===== src/design/ttt_ram.sv =====
// Generic single-port-write, single-port-read RAM with registered read data.
module ttt_ram #(
  parameter int WIDTH = 8,
  parameter int DEPTH = 16
) (
  input  logic                                   clk,
  input  logic                                   we,
  input  logic [((DEPTH > 1) ? $clog2(DEPTH) : 1)-1:0] waddr,
  input  logic [WIDTH-1:0]                       wdata,
  input  logic [((DEPTH > 1) ? $clog2(DEPTH) : 1)-1:0] raddr,
  output logic [WIDTH-1:0]                       rdata
);

  logic [WIDTH-1:0] mem [DEPTH];

  always_ff @(posedge clk) begin
    if (we) begin
      mem[waddr] <= wdata;
    end
    rdata <= mem[raddr];
  end

endmodule


===== config.mk =====
export PLATFORM = sky130hd
export DESIGN_NAME = ttt_ram
export DESIGN_NICKNAME = d
export VERILOG_FILES = /design/src/design/ttt_ram.sv
export SDC_FILE = /design/constraint.sdc
export NUM_CORES = 1
export LEC_CHECK = 0
export ABC_AREA = 0
export BUFFER_PORTS_ARGS = -buffer_cell sky130_fd_sc_hd__buf_2
export CAP_MARGIN = 40
export CELL_PAD_IN_SITES_DETAIL_PLACEMENT = 0
export CELL_PAD_IN_SITES_GLOBAL_PLACEMENT = 1
export CORE_ASPECT_RATIO = 1.25
export CORE_MARGIN = 5
export CORE_UTILIZATION = 48
export CTS_CLUSTER_SIZE = 16
export DETAILED_ROUTE_END_ITERATION = 10
export GPL_ROUTABILITY_DRIVEN = 0
export MAX_ROUTING_LAYER = met4
export PLACE_DENSITY = 0.79
export SYNTH_ARGS = -nofsm -noshare
export SYNTH_HDL_FRONTEND = slang
export SYNTH_SLANG_ARGS = --single-unit

===== constraint.sdc =====
create_clock -name clk -period 1.9 [get_ports clk]
set_input_delay 0.38 -clock clk [delete_from_list [all_inputs] [get_ports clk]]
set_output_delay 0.38 -clock clk [all_outputs]
set_load 0.005 [all_outputs]

==> results.yml, run 1 <==
floorplanning:
  core_um2: 10600
  dieArea_um2: 12900
  die-width_um: 103
  rows: 42
  initial_core_util_pct: 48.7
  die_h_um: 126
  ios: 26
power_and_ir_drop:
  intPower_mw: 5.92
  vdd_drop_max_uv: 675
  share_comb_of_total_power_pct: 4.2
  power.share.switching_pct: 18.4
  seq_power_share_pct: 46.6
  p_leak_nw: 2.15
  p_clk_share_pct: 49.2
  powerDensity_nw_per_um2: 1170
  p_sw_mw: 1.33
clock_network:
  cts_buffers: 17
  worstSkewPairLatency_ns: 0.41
  cts_resized: 0
  cts_hold_buf: 0
  clock_sinks: 136
  cts-root-buf: "clkbuf_16"
  clockBufferDepth: 2
  cts_tree: "yes"
  path_clk_slew_ns: 0.06
  htreeDepth: 4
  cts_setup_buffers: 0
timing:
  slew_headroom_pct: 72.8
  final-max-slew-violation-count: 0
  clock_skew_ns: 0.0195
  fin_crit_sh_pct: 76.8
  fmax_ghz: 0.685
  rsz0062_at_grt: "no"
  final_hold_viol_count: 0
  totalNegativeSetupSlack_ns: 0
  tightestPinTransition_ns: 0.408
  hold_ws_ns: 0.349
  finalCriticalPeriod_ns: 1.46
  setup_viol_count_final: 0
global_routing:
  grt_max_degree: 28
  grt_pass1_wl_um: 14700
  grt_usage_pct: 16.4
  antenna_found_initial: 0
  gr-total-overflow: 0
  grt_pass1_vias: 2554
synthesis:
  ys_seq_area_share_pct: 77.8
  synthTopCellsByArea: "edfxtp_1 75%, mux4_2 7.9%, mux4_1 7.1%"
  synth_top_family_by_area: "multiplexers"
  syn_area_um2: 5150
  synth-xor-area-share_pct: 0
  synthesis.nets: 247
  syn-instance-count: 229
  avgSynthCellArea_um2: 22.5
  ys_warn_count: 0
  synth_top_area_share_pct: 74.7
  synth_compound_area_share_pct: 2.33
  synth_mux_area_share_pct: 15.0
  synthSimpleGateAreaFrac_pct: 3.18
  yosysTopAreaCell: "edfxtp_1"
  ys_seq_elements: 136
  synth_fa_ha_area_share_pct: 0
  synth_cell_types: 19
hold_path:
  worst_hold_path.num_cells: 1
  hp-class: "in2reg"
  worstHoldStart: "wdata[2]"
  holdPathEnd: "mem[11][2]"
run_status:
  status: "completed"
setup_path:
  cp.arrival_ns: 1.74
  crit_path_max_fanout: 27
  crit_type: "in2reg"
  cp-end-kind: "register"
  worstPathRequired_ns: 2.18
  timing.rr.end: "rdata[1]"
  r2r_slack_ns: 0.50
  r2r_start: "mem[1][1]"
  ff2ff_path_depth: 3
  cp-start-kind: "primary input"
place:
  hpwl_um: 6170
  io_buffers: 25
  dp_cells: 402
drt:
  drt_iter0_drc: 223
  dr.pass1.iters: 5
  drcViolationCount: 0
  drtAntennaViolNets: 0
  post_drt_wl_per_cell_um: 21.7
  viasPerCell: 5.51
  drt_wl_total_um: 9420
  via_count: 2392
final_layout:
  synthToLayoutAreaGrowth_pct: 20.9
  layout-drive-gt1-share_pct: 33.8
  fin_cells: 434
  fin_nets: 307
  diodes: 0
run:
  maxCapViolations: 0
==> synth_stat cells (all sizes together) <==
library cell	count
a22oi	16
nor3	4
nand2b	2
dfxtp	8
nand2	9
and2	1
or3b	1
nand3b	2
nor2b	1
buf	7
nand3	1
nor2	13
clkdlybuf4s25	3
mux4	32
edfxtp	128
and2b	1
==> worst max-delay path, cell delays in order <==
cell and delay, ns:
buf_2 0.12, buf_12 0.23, mux4_1 0.59, a22oi_1 0.31, nand2_1 0.09
==> routing by layer <==
layer	share of wire, %	wire [µm]	track usage (%)	vias up
li1	-	-	-	1092
met1	40	3790	21.1	1220
met2	54	5060	25.5	74
met3	5.2	489	4.20	6
met4	0.89	84	5.79	0
met5	0	0	-	-
==> layout by cell type (no fill, tap or decap), drive strengths merged <==
cell type / count
buf: 51
nand3: 1
clkinv: 4
or3b: 1
edfxtp: 128
nand2b: 2
nor3: 4
nor2b: 1
clkbuf: 20
mux4: 32
a22oi: 16
and2b: 1
nor2: 13
clkinvlp: 3
nand3b: 2
nand2: 9
and2: 1
bufinv: 5
dfxtp: 8
==> area by class of cell <==
type,count,area (µm²)
fill,708,4340
sequential,136,4000
multi-input combinational,83,1060
clock buffer,20,467
timing repair buffer,51,333
clock inverter,12,196
tap,132,165
==> registers in the layout (all words and copies together), names as in the netlist <==
register,cells
rdata,8
mem,128
==> logic make-up after synthesis <==
family	count (synthesis)
AOI/OAI and AO/OA	16
buffers and inverters	10
DFF	136
muxes	32
and+or+nand+nor	35
==> stage by stage <==
step | power (mW) | setup WS, ns | area [µm²] | util (%)
global route | 7.48 | 0.377 | 6220 | 58.9
detailed placement | 3.75 | 0.0766 | 5560 | 52.6
CTS | 7.32 | 0.477 | 6220 | 58.9
global placement | 3.74 | 0.0865 | 5560 | 52.6
floorplan | 3.60 | 0.0271 | 5150 | -
finish | 7.25 | 0.441 | 6220 | 58.9
==> worst max-delay path by stage <==
stage,from,end,slack (ns),depth (start not counted)
floorplan,waddr[2],mem[0][0],0.03,2
global placement,raddr[0],rdata[1],0.09,5
detailed placement,raddr[0],rdata[1],0.08,5
CTS,raddr[0],rdata[1],0.48,5
global route,raddr[0],rdata[1],0.38,5
finish,raddr[0],rdata[1],0.44,5
==> power groups by stage <==
stage / Clock (mW) / Combinational [mW] / Sequential, mW
global route: 3.77 / 0.334 / 3.38
floorplan: 0 / 0.170 / 3.43
global placement: 0 / 0.300 / 3.44
finish: 3.57 / 0.304 / 3.38
detailed placement: 0 / 0.308 / 3.44
CTS: 3.63 / 0.310 / 3.38
Power figures use the tool's default switching activity.
==> run 2, diff against run 1 <==
CORE_UTILIZATION = 53   (was 48)
PLACE_DENSITY = 0.83   (was 0.79)
clock period = 1.35 ns   (was 1.9 ns; I/O delays follow)
==> run 2 against run 1 <==
  * The flow now finishes with violations (negative setup slack)
  * Setup slack got worse by 0.44 ns
  * Global-route usage rose by 3.4 points
  * First-iteration DRC count up 16%
  * Core utilization rose by 7.4 points
  * Sequential power grew 41%
  * Power up 41%
  * Non-clock buffer count grew 7
  * Clock skew decreased by 0.013 ns
  * Register-to-register slack got worse by 0.50 ns
  * Design area up 1.9%
  * Largest cell class unchanged
  * Highest routed layer unchanged
==> results.yml, run 2 (synthesized netlist as in run 1, its figures left out) <==
floorplanning:
  core_um2: 9560
  ios: 26
  dieArea_um2: 11800
  rows: 40
  initial_core_util_pct: 53.8
  die_h_um: 120
  die-width_um: 98.1
timing:
  tightestPinTransition_ns: 0.872
  slew_headroom_pct: 41.6
  final_hold_viol_count: 0
  setup_ws_ns: -0.00252
  fin_crit_sh_pct: 100
  finalCriticalPeriod_ns: 1.35
  final-max-slew-violation-count: 0
  clock_skew_ns: 0.00640
  setup_viol_count_final: 1
  rsz0062_at_grt: "yes"
  fmax_ghz: 0.739
run_status:
  violations: "negative setup slack"
  status: "complete, but fails checks"
final_layout:
  synthToLayoutAreaGrowth_pct: 23.2
  layout-drive-gt1-share_pct: 40.5
  final_util_pct: 66.3
  most-common-layout-cells: "128 x edfxtp_1, 27 x buf_4, 25 x mux4_2, 25 x buf_2, 17 x clkbuf_16"
  fin_cells: 435
  reg_top3: "mem (128), rdata (8)"
  regMostFlops: "mem"
  diodes: 0
  largest_reg_flops: 128
  fin_nets: 314
  final_common_cell: "edfxtp_1"
run:
  maxCapViolations: 0
clock_network:
  cts_buffers: 17
  path_clk_slew_ns: 0.06
  htreeDepth: 4
  clock_sinks: 136
  worstSkewPairLatency_ns: 0.41
  clockBufferDepth: 2
  cts-root-buf: "clkbuf_16"
  cts_tree: "yes"
  cts_setup_buffers: 0
setup_path:
  crit_type: "reg2reg"
  worstPathRequired_ns: 1.65
  cp.arrival_ns: 1.65
  cp-start-kind: "register"
  crit_path_max_fanout: 1
  cp-end-kind: "register"
  ff2ff_path_depth: 3
drt:
  post_drt_wl_per_cell_um: 23.9
  dr.pass1.iters: 4
  drt_iter0_drc: 259
  drcViolationCount: 0
  met2_length_um: 5560
  drt_wl_total_um: 10400
  wirelength_met1_um: 4050
  top_layer: "met4"
  viasPerCell: 5.70
  via_count: 2479
  dr_wl_met3_um: 611
  drtAntennaViolNets: 0
global_routing:
  grt_usage_pct: 19.9
  grt_pass1_wl_um: 16100
  grt_pass1_vias: 2648
  grt_max_degree: 22
  antenna_found_initial: 0
  gr-total-overflow: 0
hold_path:
  worst_hold_path.num_cells: 1
  hp-class: "in2reg"
place:
  dp_cells: 403
  hpwl_um: 6350
  place_ws_ns: -0.330
  io_buffers: 25
power_and_ir_drop:
  powerDensity_nw_per_um2: 1610
  p_leak_nw: 2.17
  vdd_drop_max_uv: 1310
[run 2: cell types whose count changed in the layout (fill, tap and decap cells not counted), sizes merged]
cell    previous run  this run
clkinv             4         5
buf               51        58
clkbuf            20        17
inv                0         2
[run 2: layout make-up]
class	instances	area, µm²
well taps	126	158
fillers	615	3220
multi-input cells	83	1080
repair buffers	58	448
flip-flops and latches	136	4000
clock inverters	15	225
clock buffers	17	425
[run 2: path summary, 6_finish.rpt]
kind / from / to / slack, ns
max reg2reg: mem[3][6] / rdata[6] / -0.003
min reg2reg: mem[14][3] / rdata[3] / 0.67
min: wdata[3] / mem[5][3] / 0.22
max: mem[3][6] / rdata[6] / -0.003
[run 2: power breakdown]
part | total, mW | switching [mW] | internal [mW]
registers | 4.75 | 0.0287 | 4.72
clock network | 5.00 | 1.72 | 3.28
logic | 0.490 | 0.261 | 0.229
total | 10.2 | 2.01 | 8.23
[run 2: critical path, stage by stage (launching register included)]
cell and delay [ns]:
edfxtp_1 0.42, mux4_2 0.52, a22oi_2 0.22, nand2_1 0.08
[run 2: through the flow]
stage | hold slack, ns | area, µm² | setup TNS [ns] | power [mW]
global route | 0.229 | 6340 | -0.0576 | 10.6
floorplan | 0.369 | 5190 | -0.353 | 5.08
global placement | 0.635 | 5680 | -7.24 | 5.30
CTS | 0.210 | 6340 | -0.0133 | 10.3
finish | 0.222 | 6340 | -0.00252 | 10.2
detailed placement | 0.651 | 5690 | -8.28 | 5.32
[run 2: per-layer routing]
layer | GRT usage (%) | vias up
met5 | - | -
met4 | 8.97 | 0
met3 | 4.21 | 11
met2 | 32.0 | 112
met1 | 24.6 | 1255
li1 | - | 1101
[run 2: timing repair]
item	CTS	global route
hold buffers	0	0
gates resized for setup	1	5
setup endpoints to repair	1	4
==> run 3, diff against run 2 <==
TNS_END_PERCENT = 20   (was unset)
==> run 3 against run 2 <==
  * The run now ends clean
  * Via count up 0.56%
  * Die area stayed put
  * Register-to-register slack better by 0.03 ns
  * Global-route usage grew 0.48 points
==> results.yml, run 3 (synthesized netlist as in run 1, its figures left out) <==
final_layout:
  most-common-layout-cells: "128 x edfxtp_1, 26 x buf_4, 25 x buf_2, 22 x mux4_2, 17 x clkbuf_16"
  seq_area_um2: 4000
  fin_nets: 313
  regMostFlops: "mem"
  multi_input_area_um2: 1110
  synthToLayoutAreaGrowth_pct: 24.0
  diodes: 0
  largest_reg_flops: 128
  fill_cells: 599
  final_common_cell: "edfxtp_1"
  reg_top3: "mem (128), rdata (8)"
  layout-drive-gt1-share_pct: 40.3
drt:
  drt_wl_total_um: 10500
  dr.pass1.iters: 4
  drcViolationCount: 0
  via_count: 2493
  drtAntennaViolNets: 0
  drt_iter0_drc: 211
  viasPerCell: 5.74
  post_drt_wl_per_cell_um: 24.1
timing:
  clock_skew_ns: 0.00541
  fmax_ghz: 0.755
  rsz0062_at_grt: "yes"
  finalCriticalPeriod_ns: 1.32
  setup_viol_count_final: 0
  slew_headroom_pct: 36.6
  setup_ws_ns: 0.0262
  final_hold_viol_count: 0
  tightestPinTransition_ns: 0.947
  final-max-slew-violation-count: 0
  fin_crit_sh_pct: 98.1
floorplanning:
  dieArea_um2: 11800
  rows: 40
  die-width_um: 98.1
  core_um2: 9560
  initial_core_util_pct: 53.8
  die_h_um: 120
  ios: 26
hold_path:
  worst_hold_path.num_cells: 1
  hp-class: "in2reg"
  holdPathEnd: "mem[9][1]"
  worstHoldStart: "wdata[1]"
global_routing:
  gr-total-overflow: 0
  antenna_found_initial: 0
  grt_usage_pct: 20.4
  grt_pass1_vias: 2663
  grt_max_degree: 22
  grt_pass1_wl_um: 16400
clock_network:
  cts-root-buf: "clkbuf_16"
  cts_setup_buffers: 0
  clockBufferDepth: 2
  htreeDepth: 4
  clock_sinks: 136
  path_clk_slew_ns: 0.06
  cts_hold_buf: 0
  cts_buffers: 17
  cts_tree: "yes"
  worstSkewPairLatency_ns: 0.42
run_status:
  status: "completed"
power_and_ir_drop:
  p_leak_nw: 2.20
  total_power_mw: 10.4
  powerDensity_nw_per_um2: 1630
  vdd_drop_max_uv: 1180
setup_path:
  crit_type: "reg2reg"
  r2r_start: "mem[5][2]"
  cp-start-kind: "register"
  cp-end-kind: "register"
  cp_slowest_stage_delay_ns: 0.57
  slowest_stage: "mux4_1"
  crit_path_max_fanout: 1
  r2r_slack_ns: 0.03
  ff2ff_path_depth: 3
  timing.rr.end: "rdata[2]"
  path_cells: "mux4_1, a22oi_2, nand2_1"
  worstPathRequired_ns: 1.66
  cp.arrival_ns: 1.63
place:
  io_buffers: 25
  place_ws_ns: -0.326
  hpwl_um: 6590
run:
  maxCapViolations: 0
## run 3: changes by cell type in the layout (fill, tap and decap cells not counted), moves of 3 or more
| cell | before | now |
|---|---|---|
| a22oi_1 | 13 | 7 |
| mux4_2 | 25 | 22 |
| mux4_1 | 7 | 10 |
| a22oi_2 | 3 | 9 |
## run 3: what timing repair did
action,in CTS,in global routing
pin swaps,1,1
cloned,0,0
resized for setup,3,10
endpoints found under the setup margin,2,6
## run 3: layout make-up
class	count	area share, %
flip-flops and latches	136	62.7
multi-input cells	83	17.4
clock buffers	19	6.94
repair buffers	57	6.90
clock inverters	13	3.51
well taps	126	2.47
## run 3: how the worst max path moves through the flow
| stage | slack (ns) | end | startpoint |
|---|---|---|---|
| floorplan | -0.11 | mem[4][0] | waddr[3] |
| global placement | -0.28 | rdata[7] | raddr[0] |
| detailed placement | -0.33 | rdata[0] | raddr[0] |
| CTS | 0.003 | rdata[1] | mem[9][1] |
| global route | -0.01 | rdata[6] | mem[3][6] |
| finish | 0.03 | rdata[2] | mem[5][2] |
## run 3: power by group
| part | switching [mW] | total [mW] | leakage (nW) | internal [mW] |
|---|---|---|---|---|
| combinational | 0.264 | 0.491 | 0.651 | 0.227 |
| sequential | 0.0310 | 4.75 | 1.22 | 4.72 |
| clock | 1.65 | 5.15 | 0.325 | 3.50 |
## run 3: worst max-delay path, delay by kind of cell, from the launching register on
kind	cells	cell delay, ns
flip-flops	1	0.39
AND/OR/NAND/NOR	1	0.07
AO/OA/AOI/OAI	1	0.18
multiplexers	1	0.57
## run 3: stage by stage
stage,std cells,TNS [ns],hold slack [ns],cell area (µm²),util (%)
after detailed placement,402,-8.02,0.652,5690,59.5
after floorplan,229,-1.78,0.369,5170,-
after global placement,402,-7.56,0.646,5690,59.5
after CTS,434,0,0.223,6360,66.5
final,434,0,0.236,6380,66.8
after global routing,434,-0.0132,0.229,6380,66.8
## run 3: per-layer routing
layer	up-vias	track usage (%)	share of wire (%)	wire (µm)
met5	-	-	0	0
met4	0	6.40	1.2	125
met3	9	6.06	5.1	539
met2	85	33.3	54	5700
met1	1298	24.7	39	4120
li1	1101	-	-	-
