==> config.mk <==
export PLATFORM = sky130hd
export DESIGN_NAME = ttt_div
export DESIGN_NICKNAME = d
export VERILOG_FILES = /design/src/design/ttt_pkg.sv /design/src/design/ttt_div.sv
export SDC_FILE = /design/constraint.sdc
export NUM_CORES = 1
export LEC_CHECK = 0
export BUFFER_PORTS_ARGS = -buffer_cell sky130_fd_sc_hd__buf_2
export CORE_MARGIN = 1
export CORE_UTILIZATION = 35
export DETAILED_ROUTE_END_ITERATION = 10
export PLACE_DENSITY = 0.49
export SLEW_MARGIN = 20
export SYNTH_ARGS = -nofsm -noshare
export SYNTH_HDL_FRONTEND = slang
export SYNTH_SLANG_ARGS = --single-unit
==> constraint.sdc <==
create_clock -name clk -period 19.9 [get_ports clk]
set_clock_uncertainty 0.15 [all_clocks]
set_input_delay 3.98 -clock clk [delete_from_list [all_inputs] [get_ports clk]]
set_output_delay 3.98 -clock clk [all_outputs]
set_load 0.005 [all_outputs]
==> src/design/ttt_pkg.sv <==
// Shared types and constants for the timeout timer table.
package ttt_pkg;

  typedef enum logic [3:0] {
    S_IDLE,
    S_ADD,
    S_ADD_DIV,
    S_ADD_WR,
    S_C_RD,
    S_C_CHK,
    S_C_MOV,
    S_E1_RD,
    S_E1_CHK,
    S_E2_RD,
    S_E2_CHK,
    S_E2_MOV,
    S_Q_RD,
    S_Q_MUL,
    S_Q_SUM
  } state_t;

  localparam logic [1:0] OP_ADD    = 2'd0;
  localparam logic [1:0] OP_CANCEL = 2'd1;
  localparam logic [1:0] OP_EXPIRE = 2'd2;
  localparam logic [1:0] OP_QUERY  = 2'd3;

  localparam logic [2:0] ST_ADDED     = 3'd0;
  localparam logic [2:0] ST_FULL      = 3'd1;
  localparam logic [2:0] ST_CANCELLED = 3'd2;
  localparam logic [2:0] ST_NOT_FOUND = 3'd3;
  localparam logic [2:0] ST_EXPIRED   = 3'd4;
  localparam logic [2:0] ST_NONE      = 3'd5;

  typedef struct packed {
    logic [30:0] id;
    logic [32:0] sec;
    logic [19:0] usec;
    logic [31:0] tag;
  } entry_t;

  localparam int ENTRY_W = $bits(entry_t);

  localparam logic [9:0]  MS_PER_SEC   = 10'd1000;
  localparam logic [20:0] USEC_PER_SEC = 21'd1000000;
  // ceil(2^31 / 1000); exact for dividends below 2^21.
  localparam logic [21:0] RECIP_1000   = 22'd2147484;
  localparam int          RECIP_SHIFT  = 31;
  // ceil(2^38 / 1000); exact for every 31-bit dividend.
  localparam logic [28:0] DIV_RECIP    = 29'd274877907;
  localparam int          DIV_SHIFT    = 38;
  localparam logic [30:0] MS_CLAMP     = 31'h7FFFFFFF;

endpackage

==> src/design/ttt_div.sv <==
// Division of a 31-bit value by 1000 through a reciprocal multiply.
module ttt_div (
  input  logic        clk,
  input  logic        rst,
  input  logic        start,
  input  logic [30:0] dividend,
  output logic        done,
  output logic [30:0] quotient,
  output logic [9:0]  remainder
);
  import ttt_pkg::*;

  logic        mul_pend;
  logic        sub_pend;
  logic [30:0] dvd;
  logic [59:0] prod;
  logic [30:0] back;

  assign prod = dvd * DIV_RECIP;
  assign back = 31'(quotient * MS_PER_SEC);

  always_ff @(posedge clk) begin
    if (rst) begin
      mul_pend <= 1'b0;
      sub_pend <= 1'b0;
      done     <= 1'b0;
    end else begin
      mul_pend <= start;
      sub_pend <= mul_pend;
      done     <= sub_pend;
    end
  end

  // Quotient first, then the remainder from the quotient scaled back.
  always_ff @(posedge clk) begin
    if (start) begin
      dvd <= dividend;
    end
    if (mul_pend) begin
      quotient <= 31'(prod[DIV_SHIFT +: 22]);
    end
    if (sub_pend) begin
      remainder <= 10'(dvd - back);
    end
  end

endmodule

==> out/metrics.yaml, run 1 <==
status: "complete, no violations"
grt.overflow.total: 0
synth_top_cells_by_count: "sky130_fd_sc_hd__inv_1 (550), sky130_fd_sc_hd__ha_1 (398), sky130_fd_sc_hd__fa_1 (291)"
endpoint_kind: "flip-flop"
drtIter0Drc: 512
synth.most_common_cell: "sky130_fd_sc_hd__inv_1"
post-synth-top-area-cell: "sky130_fd_sc_hd__fa_1"
synth_top_cell_area_share: 0.341
gp_congestion: 0.894
critical_path.top_delay_family: "adder cells"
antenna_found_initial: 1
io-pin-count: 76
number_of_distinct_library_cells_after_synthesis: 61
placement_rows: 80
rsz_0062_raised_after_global_routing: "false"
yosys_most_used_dff: "sky130_fd_sc_hd__edfxtp_1"
critical_path.cell_chain: "ha_1 -> fa_1 -> fa_1 -> inv_1 -> fa_1 -> inv_1 -> fa_1 -> fa_1 -> fa_1 -> inv_1 -> fa_1 -> inv_1 -> ha_1 -> a21oi_1 -> o21ai_1 -> o2bb2ai_1 -> a211oi_1 -> o21ai_1 -> nand2_1 -> xnor2_1"
grt_pass1_wl_um: 74100
globalRouteMet2Util: 0.319
final_nets: 2458
worst_skew_pair.late_latency_ns: 0.37
grt_max_degree: 33
finalWorstPathRequiredPeriod_ns: 7.93
avgViaCountPerCell: 4.75
fp.dieArea_mm2: 0.0497
synth.mux.area_fraction: 0
hold_path.class: "reg2reg"
clkSlewWorstSetupHoldPaths_ns: 0.06
setup_viol: 0
worst-path-max-fanout: 12
worst-endpoint-required_ns: 19.81
worstPathBufferInverterCount: 4
clockRootBuffer: "sky130_fd_sc_hd__clkbuf_16"
global_route.usage.met1: 0.299
compound_cell_area_share_of_the_yosys_netlist: 0.0665
final-max-slew-violation-count: 0
synth.yosys.seq_area_share: 0.114
timing.final.crit_share: 0.398
synthesis_stage_register_bit_count: 66
relSlewSlack: 0.398
area_growth_pct: 7.96
route.vias.total: 11200
synth_enable_flop_cells: 63
start_kind: "flip-flop"
insertedDiodeCount: 0
port_buffers: 66
postCtsHoldBufs: 0
post-cts-setup-buffer-count: 0
postSynthCellCount: 1664
ys_async_sr_fraction: 0
detail_route.wl_per_cell_um: 19.7
htreeDepth: 3
met3_usage: 0.0188
synthesis_warnings: 0
post_synth_and_or_nand_nor_area_fraction: 0.0423
initial_utilization: 0.356
tritonroute_pass_1_iters: 5
die_width_um: 223
globalRoute.busiestLayer: "met2"
timing.max_cap.violations: 0
critical-path-slowest-cell: "sky130_fd_sc_hd__edfxtp_1"
post_synth_instance_area_mm2: 0.0171
post-route-drc-count: 0
xor_and_xnor_fraction_of_the_mapped_netlist_area: 0.0174
timing_hold_violations_final: 0
grt_pass1_vias: 12100
tightestPinTransition_ns: 0.903
timing.critical_path.arrival_ns: 7.84
finalSetupTns_ns: 0
critPathMaxStageDelay_ns: 0.89
post_synth_main_area_contributors: "sky130_fd_sc_hd__fa_1 (34%), sky130_fd_sc_hd__ha_1 (29%), sky130_fd_sc_hd__inv_1 (12%), sky130_fd_sc_hd__edfxtp_1 (11%), sky130_fd_sc_hd__a21oi_1 (1.8%)"
cts_made_buffers: 9
clock_sink_count: 66
clock_path_buffers: 2
critPathMostFrequentCell: "sky130_fd_sc_hd__fa_1"
synthesis.area_per_instance_um2: 10.3
post_dp_hpwl_um: 41300
share_of_cells_above_drive_strength_1: 0.0603
final_antenna_net_count: 0
routed_wl_um: 46500
critical_path_class: "reg2reg"
synth_top_family_by_area: "adder cells"
ctsResizeCount: 0
max_freq_mhz: 126
synth-adder-area-share: 0.633
globalRouteTotalUtil: 0.200
core-area_mm2: 0.0479
die_height_um: 223
tritoncts: "done"
## cell families after synthesis
family | Yosys count
other | 1
AOI/OAI and AO/OA | 168
and+or+nand+nor | 141
DFF | 66
buffers and inverters | 565
adders and majority gates | 689
xor gates and xnor gates | 34
## cell usage in the layout, fill, tap and decap left out, types with 17 or more instances in the layout
master                     count
sky130_fd_sc_hd__a21o_1       17
sky130_fd_sc_hd__a21oi_1      63
sky130_fd_sc_hd__buf_2        66
sky130_fd_sc_hd__edfxtp_1     63
sky130_fd_sc_hd__fa_1        291
sky130_fd_sc_hd__ha_1        398
sky130_fd_sc_hd__inv_1       550
sky130_fd_sc_hd__nand2_1      41
sky130_fd_sc_hd__nor2_1       31
sky130_fd_sc_hd__o21ai_0      24
sky130_fd_sc_hd__xnor2_1      23
## layer usage
| metal | wire (µm) | up-vias |
|---|---|---|
| met4 | 547 | 0 |
| li1 | - | 5364 |
| met2 | 21300 | 164 |
| met5 | 0 | - |
| met1 | 23400 | 5625 |
| met3 | 1230 | 27 |
## sequential cells by signal (all words and copies together) (netlist names)
name	flops
sub_pend	1
mul_pend	1
remainder	10
quotient	22
dvd	31
done	1
## layout make-up
class,count,area (µm²)
fill,4833,29500
multi-input combinational,1041,13000
inverter,550,2060
sequential,66,1950
tap,615,769
timing repair buffer,67,338
clock buffer,9,225
clock inverter,7,83.8
## worst paths after layout
path | startpoint | to | slack (ns) | cells past startpoint
hold reg to reg | sub_pend | remainder[1] | 0.55 | 0
hold / removal | sub_pend | remainder[1] | 0.55 | 0
setup reg to reg | dvd[9] | quotient[5] | 11.97 | 20
setup / recovery | dvd[9] | quotient[5] | 11.97 | 20
## stage by stage
stage	setup slack, ns	std cells	util	hold WS, ns	cell area [µm²]
5_1_grt	11.69	2355	0.384	0.576	18400
2_1_floorplan	13.34	1672	-	0.448	17100
4_1_cts	11.99	2355	0.384	0.570	18400
3_3_place_gp	11.37	2339	0.378	0.548	18100
6_report	11.97	2355	0.384	0.546	18400
3_5_place_dp	12.05	2339	0.378	0.555	18100
Power of run 1 is not shown: default switching activity piles up to over one toggle a cycle in this logic, so the estimate is an artifact.
==> run 2, diff against run 1 <==
PLACE_DENSITY = 0.51   (was 0.49)
clock period = 6.9 ns   (was 19.9 ns; I/O delays follow)
==> out/metrics.yaml, run 2 (synthesized netlist as in run 1, its figures left out) <==
grt_max_degree: 33  # unchanged
routed_wl_um: 47800  # was 46,500 µm
antenna_found_initial: 1  # unchanged
layout_common_cells: "sky130_fd_sc_hd__inv_1 (539), sky130_fd_sc_hd__ha_1 (348), sky130_fd_sc_hd__fa_1 (270), sky130_fd_sc_hd__buf_4 (161), sky130_fd_sc_hd__buf_2 (66)"  # was sky130_fd_sc_hd__inv_1 (550), sky130_fd_sc_hd__ha_1 (398), sky130_fd_sc_hd__fa_1 (291), sky130_fd_sc_hd__buf_2 (66)
biggestRegsByFlops: "dvd (31), quotient (22), remainder (10)"  # unchanged
max_freq_mhz: 144  # was 126 MHz
detail_route.wl_per_cell_um: 18.8  # was 19.7 µm
drtIter0Drc: 489  # was 512
finalWorstPathRequiredPeriod_ns: 6.95  # was 7.93 ns
insertedDiodeCount: 0  # unchanged
core-area_mm2: 0.0479  # unchanged
worst-path-max-fanout: 4  # was 12
failed_checks: "negative setup slack"
placement_rows: 80  # unchanged
tightestPinTransition_ns: 0.940  # was 0.903 ns
grt_pass1_wl_um: 74200  # was 74,100 µm
largest_reg_flops: 31  # unchanged
post_dp_hpwl_um: 42100  # was 41,300 µm
fp.dieArea_mm2: 0.0497  # unchanged
hold_path.class: "reg2reg"  # unchanged
setup_viol: 4  # was 0
start_kind: "flip-flop"  # unchanged
worst_skew_pair.late_latency_ns: 0.37  # about the same
most_common_library_cell_in_the_layout_ignoring_fill_and_taps: "sky130_fd_sc_hd__inv_1"  # unchanged
finish.cell_count_without_fillers: 2539  # was 2,355
timing_hold_violations_final: 0  # unchanged
clock_sink_count: 66  # unchanged
area_growth_pct: 23.2  # was 7.96%
critical_path_class: "reg2reg"  # unchanged
largest_register: "dvd"  # unchanged
final_antenna_net_count: 0  # unchanged
avgViaCountPerCell: 4.68  # was 4.75
timing.final.ws_setup_ns: -0.0514  # was 11.97 ns
globalRouteTotalUtil: 0.200  # about the same
endpoint_kind: "flip-flop"  # unchanged
status: "finished with violations"  # was complete, no violations
tritonroute_pass_1_iters: 4  # was 5
fin_worst_hold_slack_ns: 0.537  # was 0.546 ns
cts_made_buffers: 9  # unchanged
clock_path_buffers: 2  # unchanged
worst-endpoint-required_ns: 6.86  # was 19.81 ns
timing.final.crit_share: 1.01  # was 0.398
relSlewSlack: 0.374  # was 0.398
final_nets: 2642  # was 2,458
post-route-drc-count: 0  # unchanged
gp_congestion: 0.893  # was 0.894
final-max-slew-violation-count: 0  # unchanged
share_of_cells_above_drive_strength_1: 0.226  # was 0.0603
die_height_um: 223  # unchanged
clkSlewWorstSetupHoldPaths_ns: 0.07  # was 0.06 ns
timing.max_cap.violations: 0  # unchanged
route.vias.total: 11900  # was 11,200
rsz_0062_raised_after_global_routing: "true"  # was false
htreeDepth: 3  # unchanged
io-pin-count: 76  # unchanged
port_buffers: 66  # unchanged
timing.critical_path.arrival_ns: 6.91  # was 7.84 ns
grt_pass1_vias: 12900  # was 12,100
postCtsHoldBufs: 0  # unchanged
clockRootBuffer: "sky130_fd_sc_hd__clkbuf_16"  # unchanged
tritoncts: "done"  # unchanged
die_width_um: 223  # unchanged
placedCellCount: 2489  # was 2,339
grt.overflow.total: 0  # unchanged
initial_utilization: 0.356  # unchanged
run 2: changes by cell type in the layout (fill, tap and decap cells not counted), moves of 21 or more:
cell                    before  now
sky130_fd_sc_hd__fa_1      291  270
sky130_fd_sc_hd__ha_4        0   45
sky130_fd_sc_hd__buf_6       0   23
sky130_fd_sc_hd__fa_2        0   21
sky130_fd_sc_hd__buf_4       1  161
sky130_fd_sc_hd__ha_1      398  348
run 2: what timing repair did:
action                     CTS  global route
gates resized for setup     59           145
setup buffers               13            26
pin swaps                   20            50
setup endpoints to repair   22            22
cloned                       0             0
run 2: cell type report:
cell class	instances	area (µm²)
fill	4598	26900
multi-input combinational	1041	14100
inverter	550	2060
sequential	66	1950
timing repair buffer	251	1820
tap	615	769
clock buffer	9	225
clock inverter	7	82.6
run 2: final timing paths:
path | startpoint | endpoint | cells past startpoint | slack (ns)
worst max-delay path | dvd[21] | quotient[8] | 25 | -0.05
worst min-delay path | dvd[1] | remainder[1] | 0 | 0.54
worst min register to register | dvd[1] | remainder[1] | 0 | 0.54
worst max register to register | dvd[21] | quotient[8] | 25 | -0.05
run 2: critical path, cell delays in order, from the launching register on:
cell and delay, ns:
sky130_fd_sc_hd__edfxtp_1 0.47, sky130_fd_sc_hd__buf_4 0.20, sky130_fd_sc_hd__ha_1 0.33, sky130_fd_sc_hd__fa_1 0.39
sky130_fd_sc_hd__fa_1 0.49, sky130_fd_sc_hd__inv_1 0.05, sky130_fd_sc_hd__fa_1 0.47, sky130_fd_sc_hd__inv_1 0.06
sky130_fd_sc_hd__fa_1 0.55, sky130_fd_sc_hd__fa_2 0.47, sky130_fd_sc_hd__fa_1 0.56, sky130_fd_sc_hd__inv_1 0.07
sky130_fd_sc_hd__fa_1 0.48, sky130_fd_sc_hd__inv_1 0.07, sky130_fd_sc_hd__ha_4 0.30, sky130_fd_sc_hd__nand2_2 0.08
sky130_fd_sc_hd__buf_4 0.15, sky130_fd_sc_hd__a21oi_1 0.11, sky130_fd_sc_hd__a21oi_1 0.09, sky130_fd_sc_hd__nor2_2 0.14
sky130_fd_sc_hd__a211oi_4 0.06, sky130_fd_sc_hd__buf_6 0.16, sky130_fd_sc_hd__o311ai_4 0.40, sky130_fd_sc_hd__buf_4 0.19
sky130_fd_sc_hd__a21oi_2 0.05, sky130_fd_sc_hd__xnor2_1 0.13
run 2: routing by layer:
metal,routed length [µm],GRT usage,vias up
li1,-,-,5717
met1,22600,0.279,5936
met2,22600,0.324,188
met3,1880,0.0375,39
met4,665,0.0363,0
met5,0,0,-
run 2: metrics by stage:
stage               setup WS, ns   util  cell area, µm²  TNS, ns
global route              -0.244  0.439           21000    -2.23
detailed placement        -0.331  0.401           19200    -3.21
global placement          -0.239  0.401           19200    -2.06
finish                   -0.0514  0.439           21000   -0.140
floorplan                  0.339      -           17100        0
CTS                      -0.0413  0.418           20000   -0.107
Power of run 2 is left out for the same reason.
==> run 3, diff against run 2 <==
ABC_AREA = 1   (was not set)
CTS_BUF_LIST = sky130_fd_sc_hd__clkbuf_4   (was not set)
==> out/metrics.yaml, run 3 <==
timing.final.crit_share: 0.957  # was 1.01
timing_hold_violations_final: 0  # unchanged
post_synth_instance_area_mm2: 0.0193  # was 0.0171 mm²
synth_enable_flop_cells: 63  # unchanged
io-pin-count: 76  # unchanged
synth_top_cells_by_count: "sky130_fd_sc_hd__inv_1 (817), sky130_fd_sc_hd__nand2_1 (518), sky130_fd_sc_hd__ha_1 (398)"  # was sky130_fd_sc_hd__inv_1 (550), sky130_fd_sc_hd__ha_1 (398), sky130_fd_sc_hd__fa_1 (291)
setup_viol: 0  # was 4
endpoint_kind: "flip-flop"  # unchanged
rsz_0062_raised_after_global_routing: "false"  # was true
worst-endpoint-required_ns: 7.10  # was 6.86 ns
route.vias.total: 14400  # was 11,900
tritonroute_pass_1_iters: 4  # unchanged
finalWorstPathRequiredPeriod_ns: 6.60  # was 6.95 ns
clock_sink_count: 66  # unchanged
hold_path.class: "reg2reg"  # unchanged
detail_route.wl_per_cell_um: 17.7  # was 18.8 µm
final_antenna_net_count: 0  # unchanged
finish.cell_count_without_fillers: 3199  # was 2,539
avgViaCountPerCell: 4.49  # was 4.68
worstPathBufferInverterCount: 4  # was 8
clkSlewWorstSetupHoldPaths_ns: 0.13  # was 0.07 ns
timing.critical_path.arrival_ns: 6.81  # was 6.91 ns
globalRouteTotalUtil: 0.218  # was 0.200
layout_common_cells: "sky130_fd_sc_hd__inv_1 (817), sky130_fd_sc_hd__nand2_1 (518), sky130_fd_sc_hd__ha_1 (398), sky130_fd_sc_hd__fa_1 (291), sky130_fd_sc_hd__nor2_1 (85)"  # was sky130_fd_sc_hd__inv_1 (539), sky130_fd_sc_hd__ha_1 (348), sky130_fd_sc_hd__fa_1 (270), sky130_fd_sc_hd__buf_4 (161), sky130_fd_sc_hd__buf_2 (66)
grt_max_degree: 33  # unchanged
die_height_um: 237  # was 223 µm
tritoncts: "done"  # unchanged
initial_utilization: 0.356  # about the same
antenna_found_initial: 2  # was 1
synth.most_common_cell: "sky130_fd_sc_hd__inv_1"  # unchanged
cts_made_buffers: 9  # unchanged
worst_skew_pair.late_latency_ns: 0.61  # was 0.37 ns
post-route-drc-count: 0  # unchanged
post_synth_main_area_contributors: "sky130_fd_sc_hd__fa_1 (30%), sky130_fd_sc_hd__ha_1 (26%), sky130_fd_sc_hd__inv_1 (16%), sky130_fd_sc_hd__nand2_1 (10%), sky130_fd_sc_hd__edfxtp_1 (9.8%)"  # was sky130_fd_sc_hd__fa_1 (34%), sky130_fd_sc_hd__ha_1 (29%), sky130_fd_sc_hd__inv_1 (12%), sky130_fd_sc_hd__edfxtp_1 (11%), sky130_fd_sc_hd__a21oi_1 (1.8%)
clock_path_buffers: 2  # unchanged
hold_path_depth: 2  # was 0
ff2ff_setup_slack_ns: 0.30  # was -0.05 ns
hold_path_end: "done"  # was remainder[1]
placement_rows: 85  # was 80
critical_path_class: "reg2reg"  # unchanged
r2r_cells: 22  # was 25
finalSetupTns_ns: 0  # was -0.140 ns
critical_path.top_delay_family: "adder cells"  # unchanged
share_of_cells_above_drive_strength_1: 0.0649  # was 0.226
synth_top_cell_area_share: 0.302  # was 0.341
synthesis.area_per_instance_um2: 8.12  # was 10.3 µm²
critical_path.cell_chain: "ha_1 -> fa_1 -> fa_1 -> inv_1 -> fa_1 -> inv_1 -> fa_1 -> fa_1 -> fa_1 -> inv_1 -> fa_1 -> inv_1 -> ha_1 -> nand2_1 -> nor2_1 -> nand2_1 -> nor2_1 -> nand2_1 -> nand3_1 -> nand2_1 -> nand3_1 -> nand2_1"
critical-path-slowest-cell: "sky130_fd_sc_hd__edfxtp_1"  # was sky130_fd_sc_hd__fa_1
grt_pass1_vias: 15900  # was 12,900
ys_async_sr_fraction: 0  # unchanged
yosys_most_used_dff: "sky130_fd_sc_hd__edfxtp_1"  # unchanged
largest_reg_flops: 31  # unchanged
final-max-slew-violation-count: 0  # unchanged
port_buffers: 66  # unchanged
drtIter0Drc: 702  # was 489
tightestPinTransition_ns: 0.913  # was 0.940 ns
core-area_mm2: 0.0541  # was 0.0479 mm²
area_growth_pct: 8.72  # was 23.2%
post-synth-top-area-cell: "sky130_fd_sc_hd__fa_1"  # unchanged
postCtsHoldBufs: 0  # unchanged
grt.overflow.total: 0  # unchanged
synthesis_stage_register_bit_count: 66  # unchanged
htreeDepth: 3  # unchanged
final_nets: 3216  # was 2,642
die_width_um: 237  # was 223 µm
gp_congestion: 0.961  # was 0.893
start_kind: "flip-flop"  # unchanged
number_of_distinct_library_cells_after_synthesis: 31  # was 61
critPathMaxStageDelay_ns: 0.65  # was 0.56 ns
critPathMostFrequentCell: "sky130_fd_sc_hd__fa_1"  # unchanged
worstSetupPathDepth: 22  # was 25
largest_register: "dvd"  # unchanged
routed_wl_um: 56500  # was 47,800 µm
timing.max_cap.violations: 0  # unchanged
most_common_library_cell_in_the_layout_ignoring_fill_and_taps: "sky130_fd_sc_hd__inv_1"  # unchanged
critical_path.reg2reg.endpoint: "quotient[20]"  # was quotient[8]
post_dp_hpwl_um: 51300  # was 42,100 µm
synth.yosys.seq_area_share: 0.101  # was 0.114
biggestRegsByFlops: "dvd (31), quotient (22), remainder (10)"  # unchanged
synthesis_warnings: 0  # unchanged
postSynthCellCount: 2371  # was 1,664
max_freq_mhz: 151  # was 144 MHz
clockRootBuffer: "sky130_fd_sc_hd__clkbuf_4"  # was sky130_fd_sc_hd__clkbuf_16
placedCellCount: 3176  # was 2,489
fp.dieArea_mm2: 0.0560  # was 0.0497 mm²
status: "complete, no violations"  # was finished with violations
hold_path.startpoint: "sub_pend"  # was dvd[1]
timing.rr.start: "dvd[10]"  # was dvd[21]
grt_pass1_wl_um: 90500  # was 74,200 µm
worst-path-max-fanout: 8  # was 4
relSlewSlack: 0.391  # was 0.374
-- run 3: changes by cell type in the layout (fill, tap and decap cells not counted), moves of 45 or more --
| cell | previous run | this run |
|---|---|---|
| sky130_fd_sc_hd__ha_1 | 348 | 398 |
| sky130_fd_sc_hd__buf_4 | 161 | 46 |
| sky130_fd_sc_hd__ha_4 | 45 | 0 |
| sky130_fd_sc_hd__inv_1 | 539 | 817 |
| sky130_fd_sc_hd__nor2_1 | 27 | 85 |
| sky130_fd_sc_hd__nand2_1 | 35 | 518 |
-- run 3: how the worst max path moves through the flow --
stage / from / end / slack [ns]
after CTS: dvd[23] / quotient[17] / 0.26
after global routing: dvd[23] / quotient[7] / 0.0004
after floorplan: dvd[4] / quotient[14] / 1.01
after detailed placement: dvd[23] / quotient[17] / 0.32
final: dvd[10] / quotient[20] / 0.30
after global placement: dvd[18] / quotient[17] / 0.30
-- run 3: cell families (layout without fill, tap and decap cells) --
family | count (synthesis) | count (layout) | synth area share
DFF | 66 | 66 | 0.101
other | 1 | 14 | 0.000195
and+or+nand+nor | 720 | 720 | 0.154
AOI/OAI and AO/OA | 52 | 52 | 0.0141
adders and majority gates | 689 | 689 | 0.561
xor gates and xnor gates | 12 | 12 | 0.00546
buffers and inverters | 831 | 950 | 0.164
-- run 3: worst min-delay path: stages (launching register included) --
cell,delay [ns]
sky130_fd_sc_hd__dfxtp_1,0.47
sky130_fd_sc_hd__inv_1,0.10
sky130_fd_sc_hd__nor2_1,0.04
-- run 3: what timing repair did --
item                       in CTS  in global routing
hold endpoints to repair        0                  0
gates resized for setup         0                  1
buffers inserted                0                  2
setup endpoints to repair       0                  2
-- run 3: area by class of cell --
cell class,instances,area (µm²)
Multi-Input combinational cell,1482,14200
Tap cell,696,871
Timing Repair Buffer,112,676
Clock inverter,6,81.3
Inverter,822,3090
Fill cell,5643,33200
Sequential cell,66,1950
Clock buffer,10,75.1
Antenna cell,5,12.5
-- run 3: per-layer routing --
metal | track usage | part of all wire | vias up
met5 | 0 | 0 | -
met4 | 0.0547 | 0.023 | 0
met3 | 0.0281 | 0.034 | 55
met2 | 0.367 | 0.47 | 229
met1 | 0.294 | 0.48 | 6895
li1 | - | - | 7187
-- run 3: metrics by stage --
step	hold WS [ns]	instance area, µm²	setup slack, ns	utilization
5_1_grt	0.544	20900	0.000397	0.387
6_report	0.480	20900	0.296	0.387
4_1_cts	0.500	20900	0.256	0.386
3_3_place_gp	0.470	20800	0.302	0.383
2_1_floorplan	0.407	19300	1.01	-
3_5_place_dp	0.483	20800	0.321	0.383
Power of run 3 is left out for the same reason.
